==> src/hdl/erm_pkg.sv <==
// Package for the Euler rotation matrix block: widths, CORDIC constants, arctangent table.
// No dependencies.
package erm_pkg;

  localparam int ANGLE_W     = 16;
  localparam int ENTRY_W     = 16;
  localparam int CW          = 34;
  localparam int TABLE_LEN   = 24;
  localparam int CORDIC_STEPS_DEF = 16;
  localparam int TRIG_W      = 22;
  localparam int PROD_W      = 44;

  localparam logic signed [CW-1:0] PI_Q30      = 34'sd3373259426;
  localparam logic signed [CW-1:0] HALF_PI_Q30 = 34'sd1686629713;
  localparam logic signed [CW-1:0] GAIN_INV    = 34'sd652032874;
  localparam logic signed [PROD_W-1:0] OUT_MAX = 44'sd16384;

  typedef logic signed [TRIG_W-1:0] trig_t;

  typedef struct packed {
    trig_t s;
    trig_t c;
  } sincos_t;

  function automatic logic signed [CW-1:0] atan_lut(input logic [4:0] idx);
    logic signed [CW-1:0] v;
    case (idx)
      5'd0:  v = 34'sd843314857;
      5'd1:  v = 34'sd497837829;
      5'd2:  v = 34'sd263043837;
      5'd3:  v = 34'sd133525159;
      5'd4:  v = 34'sd67021687;
      5'd5:  v = 34'sd33543516;
      5'd6:  v = 34'sd16775851;
      5'd7:  v = 34'sd8388437;
      5'd8:  v = 34'sd4194283;
      5'd9:  v = 34'sd2097149;
      5'd10: v = 34'sd1048576;
      5'd11: v = 34'sd524288;
      5'd12: v = 34'sd262144;
      5'd13: v = 34'sd131072;
      5'd14: v = 34'sd65536;
      5'd15: v = 34'sd32768;
      5'd16: v = 34'sd16384;
      5'd17: v = 34'sd8192;
      5'd18: v = 34'sd4096;
      5'd19: v = 34'sd2048;
      5'd20: v = 34'sd1024;
      5'd21: v = 34'sd512;
      5'd22: v = 34'sd256;
      5'd23: v = 34'sd128;
      default: v = '0;
    endcase
    return v;
  endfunction

  function automatic logic signed [ENTRY_W-1:0] out_q14(input logic signed [PROD_W-1:0] v);
    logic signed [PROD_W-1:0] r;
    r = (v + (44'sd1 <<< 25)) >>> 26;
    if (r > OUT_MAX) r = OUT_MAX;
    if (r < -OUT_MAX) r = -OUT_MAX;
    return r[ENTRY_W-1:0];
  endfunction

endpackage

==> src/hdl/erm_cordic.sv <==
// One CORDIC lane: pipelined sine and cosine of a Q2.13 angle, results in Q.20.
// Depends on erm_pkg.
module erm_cordic #(
  parameter int STEPS = erm_pkg::CORDIC_STEPS_DEF
) (
  input  logic                                clk,
  input  logic                                en,
  input  logic signed [erm_pkg::ANGLE_W-1:0]  angle,
  output erm_pkg::sincos_t                    res
);
  import erm_pkg::*;

  localparam int N = (STEPS < TABLE_LEN) ? STEPS : TABLE_LEN;

  logic signed [CW-1:0] x_r [0:N];
  logic signed [CW-1:0] y_r [0:N];
  logic signed [CW-1:0] z_r [0:N];
  logic                 neg_r [0:N];
  logic signed [CW-1:0] za;
  logic signed [CW-1:0] z0_nxt;
  logic                 neg_nxt;

  assign za = CW'(angle) <<< 17;

  always_comb begin
    z0_nxt  = za;
    neg_nxt = 1'b0;
    if (za > HALF_PI_Q30) begin
      z0_nxt  = PI_Q30 - za;
      neg_nxt = 1'b1;
    end else if (za < -HALF_PI_Q30) begin
      z0_nxt  = -PI_Q30 - za;
      neg_nxt = 1'b1;
    end
  end

  always_ff @(posedge clk) begin
    if (en) begin
      x_r[0]   <= GAIN_INV;
      y_r[0]   <= '0;
      z_r[0]   <= z0_nxt;
      neg_r[0] <= neg_nxt;
    end
  end

  for (genvar i = 0; i < N; i++) begin : g_step
    always_ff @(posedge clk) begin
      if (en) begin
        neg_r[i+1] <= neg_r[i];
        if (!z_r[i][CW-1]) begin
          x_r[i+1] <= x_r[i] - (y_r[i] >>> i);
          y_r[i+1] <= y_r[i] + (x_r[i] >>> i);
          z_r[i+1] <= z_r[i] - atan_lut(5'(i));
        end else begin
          x_r[i+1] <= x_r[i] + (y_r[i] >>> i);
          y_r[i+1] <= y_r[i] - (x_r[i] >>> i);
          z_r[i+1] <= z_r[i] + atan_lut(5'(i));
        end
      end
    end
  end

  logic signed [CW-1:0] xf;
  logic signed [CW-1:0] cr;
  logic signed [CW-1:0] sr;
  assign xf = neg_r[N] ? -x_r[N] : x_r[N];
  assign cr = (xf + CW'(512)) >>> 10;
  assign sr = (y_r[N] + CW'(512)) >>> 10;

  always_ff @(posedge clk) begin
    if (en) begin
      res.c <= cr[TRIG_W-1:0];
      res.s <= sr[TRIG_W-1:0];
    end
  end
endmodule

==> config.mk <==
export PLATFORM = sky130hd
export DESIGN_NAME = erm_cordic
export DESIGN_NICKNAME = d
export VERILOG_FILES = /design/src/hdl/erm_pkg.sv /design/src/hdl/erm_cordic.sv
export SDC_FILE = /design/constraint.sdc
export NUM_CORES = 2
export LEC_CHECK = 0
export BUFFER_PORTS_ARGS = -buffer_cell sky130_fd_sc_hd__buf_2
export CORE_AREA = 3 3 641 643
export DETAILED_ROUTE_END_ITERATION = 10
export DIE_AREA = 0 0 644 646
export SYNTH_ARGS = -nofsm -noshare
export SYNTH_HDL_FRONTEND = slang
export SYNTH_SLANG_ARGS = --single-unit
==> constraint.sdc <==
create_clock -name clk -period 5.1 [get_ports clk]
set_input_delay 0.765 -clock clk [delete_from_list [all_inputs] [get_ports clk]]
set_output_delay 0.765 -clock clk [all_outputs]
set_load 0.005 [all_outputs]
==> flow_summary.yaml <==
status:
  status: "complete, no violations"
detailed_routing:
  drc_errors: 0
  wl_met2_microns: 147000
  first_pass_iters: 6
  drtAntennaViolNets: 0
  wl_microns: 300000
  wl_per_cell_microns: 16.0
  viasPerCell: 4.98
  dr.max_layer_used: "met4"
  wl_met1_microns: 131000
  drt_iter0_drc: 5524
  vias: 93063
  dr_wl_met3_microns: 10400
sta:
  setup_viol: 0
  timing.fmax_ghz: 0.205
  rsz0062_at_grt: "true"
  worst_slack_ps: 220
  drv_slew: 0
  tightest_slew_ps: 971
  min_period_ps: 4880
  finalHoldViolations: 0
  fin_crit_sh: 0.957
  max_slew_margin: 0.352
  skew_ps: 107
yosys:
  yosys_warnings: 0
  netlist_top_cells_area: "edfxtp_1 (36%), ha_1 (14%), xnor2_1 (9.0%)"
  ys_ff_latch: 1450
  yosysTopAreaCell: "edfxtp_1"
  synth_ff_type: "edfxtp_1"
  synth-edff-count: 1450
  avgSynthCellArea_sq_um: 9.65
  synth.distinct_cells: 108
  netlist_instances: 12572
  yosys-top-cells-count: "edfxtp_1 (1450), ha_1 (1338), xnor2_1 (1241)"
  netlist_area_sq_um: 121000
  synth_nets: 13968
  synth_top_area_share: 0.359
  ys_seq_area_frac: 0.359
  synth_most_common_cell: "edfxtp_1"
  synthArstFlopShare: 0
clock_network:
  path_clk_slew_ps: 60
  cts_hold_buf: 0
  numCtsBuffers: 182
  htree_levels: 4
  clock_latency_ps: 910
  cts-root-buf: "clkbuf_16"
  cts_buffer_depth: 4
  cts_tree: "yes"
  clock_sinks: 1450
worst_setup_path:
  critPathMostFrequentCell: "a21oi_1"
  crit_start: "y_r[12][17]"
  crit_path_max_incr_delay_ps: 580
  worst_setup_path_end_kind: "register"
  path_buf_inv: 1
  cp_cell_sequence: "or4_4 -> or3_4 -> or4_4 -> nor3b_4 -> buf_4 -> a21oi_1 -> xor2_1 -> ha_1 -> a21o_1 -> a21o_1 -> a21oi_1 -> o21ai_0 -> o21ai_0 -> o21ai_1 -> o221a_2 -> a211o_1 -> a21oi_1 -> xnor2_1"
  rr_startpoint: "y_r[12][17]"
  crit_slowest_cell: "or4_4"
  critPathMaxFanout: 4
  worstSetupPathType: "register to register"
  crit_path_start_kind: "register"
  path_delay_family: "simple AND/OR/NAND/NOR gates"
  crit_arrival_ps: 5510
  worstPathRequired_ps: 5730
hold_path:
  worst_hold_path_type: "input port to register"
  hold_start: "angle[14]"
floorplanning:
  start_util: 0.299
  fp.coreArea_sq_um: 406000
  fp.dieW_microns: 644
  fp.dieH_microns: 646
  dieArea_sq_um: 416000
  num_io_pins: 62
  rows: 234
job:
  drv_cap: 0
global_routing:
  first_global_vias: 89953
  grt_pass1_wl_microns: 482000
  overflow: 0
  grt_max_degree: 166
  grt_antenna_before_repair: 1
  grtUsageTotal: 0.140
place:
  place_hpwl_microns: 241000
  port_buffers: 61
  routabilityCongestion: 0.909
  dp_slack_ps: -137
cells_and_area:
  drive_gt1_frac: 0.0818
  syn_to_final_growth_pct: 13.4
  nets: 14498
  post-route-util: 0.339
flip-flops by register name (all words and copies together) (netlist names):
name,cells
y_r,500
z_r,408
neg_r,16
res,44
x_r,482
metrics by stage:
stage          hold slack [ps]  TNS (ps)  instances  cell area (sq um)
2_1_floorplan              400         0      12572             121000
6_report                   231         0      18677             138000
3_5_place_dp               405      -137      18339             132000
3_3_place_gp               401      -489      18339             132000
4_1_cts                    121         0      18668             137000
5_1_grt                    188     -50.8      18677             138000
worst register-to-register path: stages, from the launching register on:
cell and delay [ps]:
edfxtp_1 450, or4_4 580, or3_4 360, or4_4 540
nor3b_4 260, buf_4 150, a21oi_1 70, xor2_1 160
ha_1 330, a21o_1 170, a21o_1 200, a21oi_1 140
o21ai_0 100, o21ai_0 150, o21ai_1 120, o221a_2 310
a211o_1 260, a21oi_1 180, xnor2_1 80
layout make-up:
type	instances	area, sq um
inverters	521	1960
fillers	41306	268000
multi-input cells	10373	75300
repair buffers	574	4330
flip-flops and latches	1450	43500
clock inverters	116	1070
clock buffers	213	4690
well taps	5428	6790
diodes	2	5.00
layout by cell type, fill, tap and decap left out, types with 115 or more instances in the layout:
cell type	count
a211oi_1	115
a21o_1	541
a21oi_1	1221
a31oi_1	118
and3_1	128
buf_4	500
clkbuf_16	183
edfxtp_1	1450
ha_1	1336
inv_1	510
nand2_1	712
nand2b_1	231
nand3_1	221
nor2_1	952
nor2b_1	195
nor3_1	283
o21a_1	200
o21ai_0	668
o21bai_1	162
o31ai_1	135
xnor2_1	1241
xor2_1	598
cell families (layout without fill, tap and decap cells):
kind of cell,after synthesis,in the layout,share of synthesized area
compound gates,3782,3782,0.200
simple gates,3273,3273,0.132
xor+xnor,1839,1839,0.133
flops,1450,1450,0.359
fa+ha+maj,1378,1378,0.145
buf+inv,749,1424,0.0232
mux,101,101,0.00869
other cells,0,2,0
path summary, 6_finish.rpt:
path | endpoint | slack (ps) | cells past startpoint
worst max-delay path | x_r[13][33] | 220 | 18
worst min-delay path | z_r[0][32] | 230 | 3
worst max register to register | x_r[13][33] | 220 | 18
worst min register to register | z_r[11][16] | 410 | 0
repair_timing:
action / in CTS / in global routing
gates resized for setup: 2 / 57
pin swaps: 0 / 12
gates cloned: 0 / 0
endpoints found under the setup margin: 4 / 50
buffers inserted: 0 / 7
metal layers:
layer | vias up | global-route usage
li1 | 47855 | -
met1 | 43007 | 0.171
met2 | 1687 | 0.252
met3 | 514 | 0.0145
met4 | 0 | 0.0482
met5 | - | 0
Power is not shown: default switching activity piles up to over one toggle a cycle in this logic, so the estimate is an artifact.
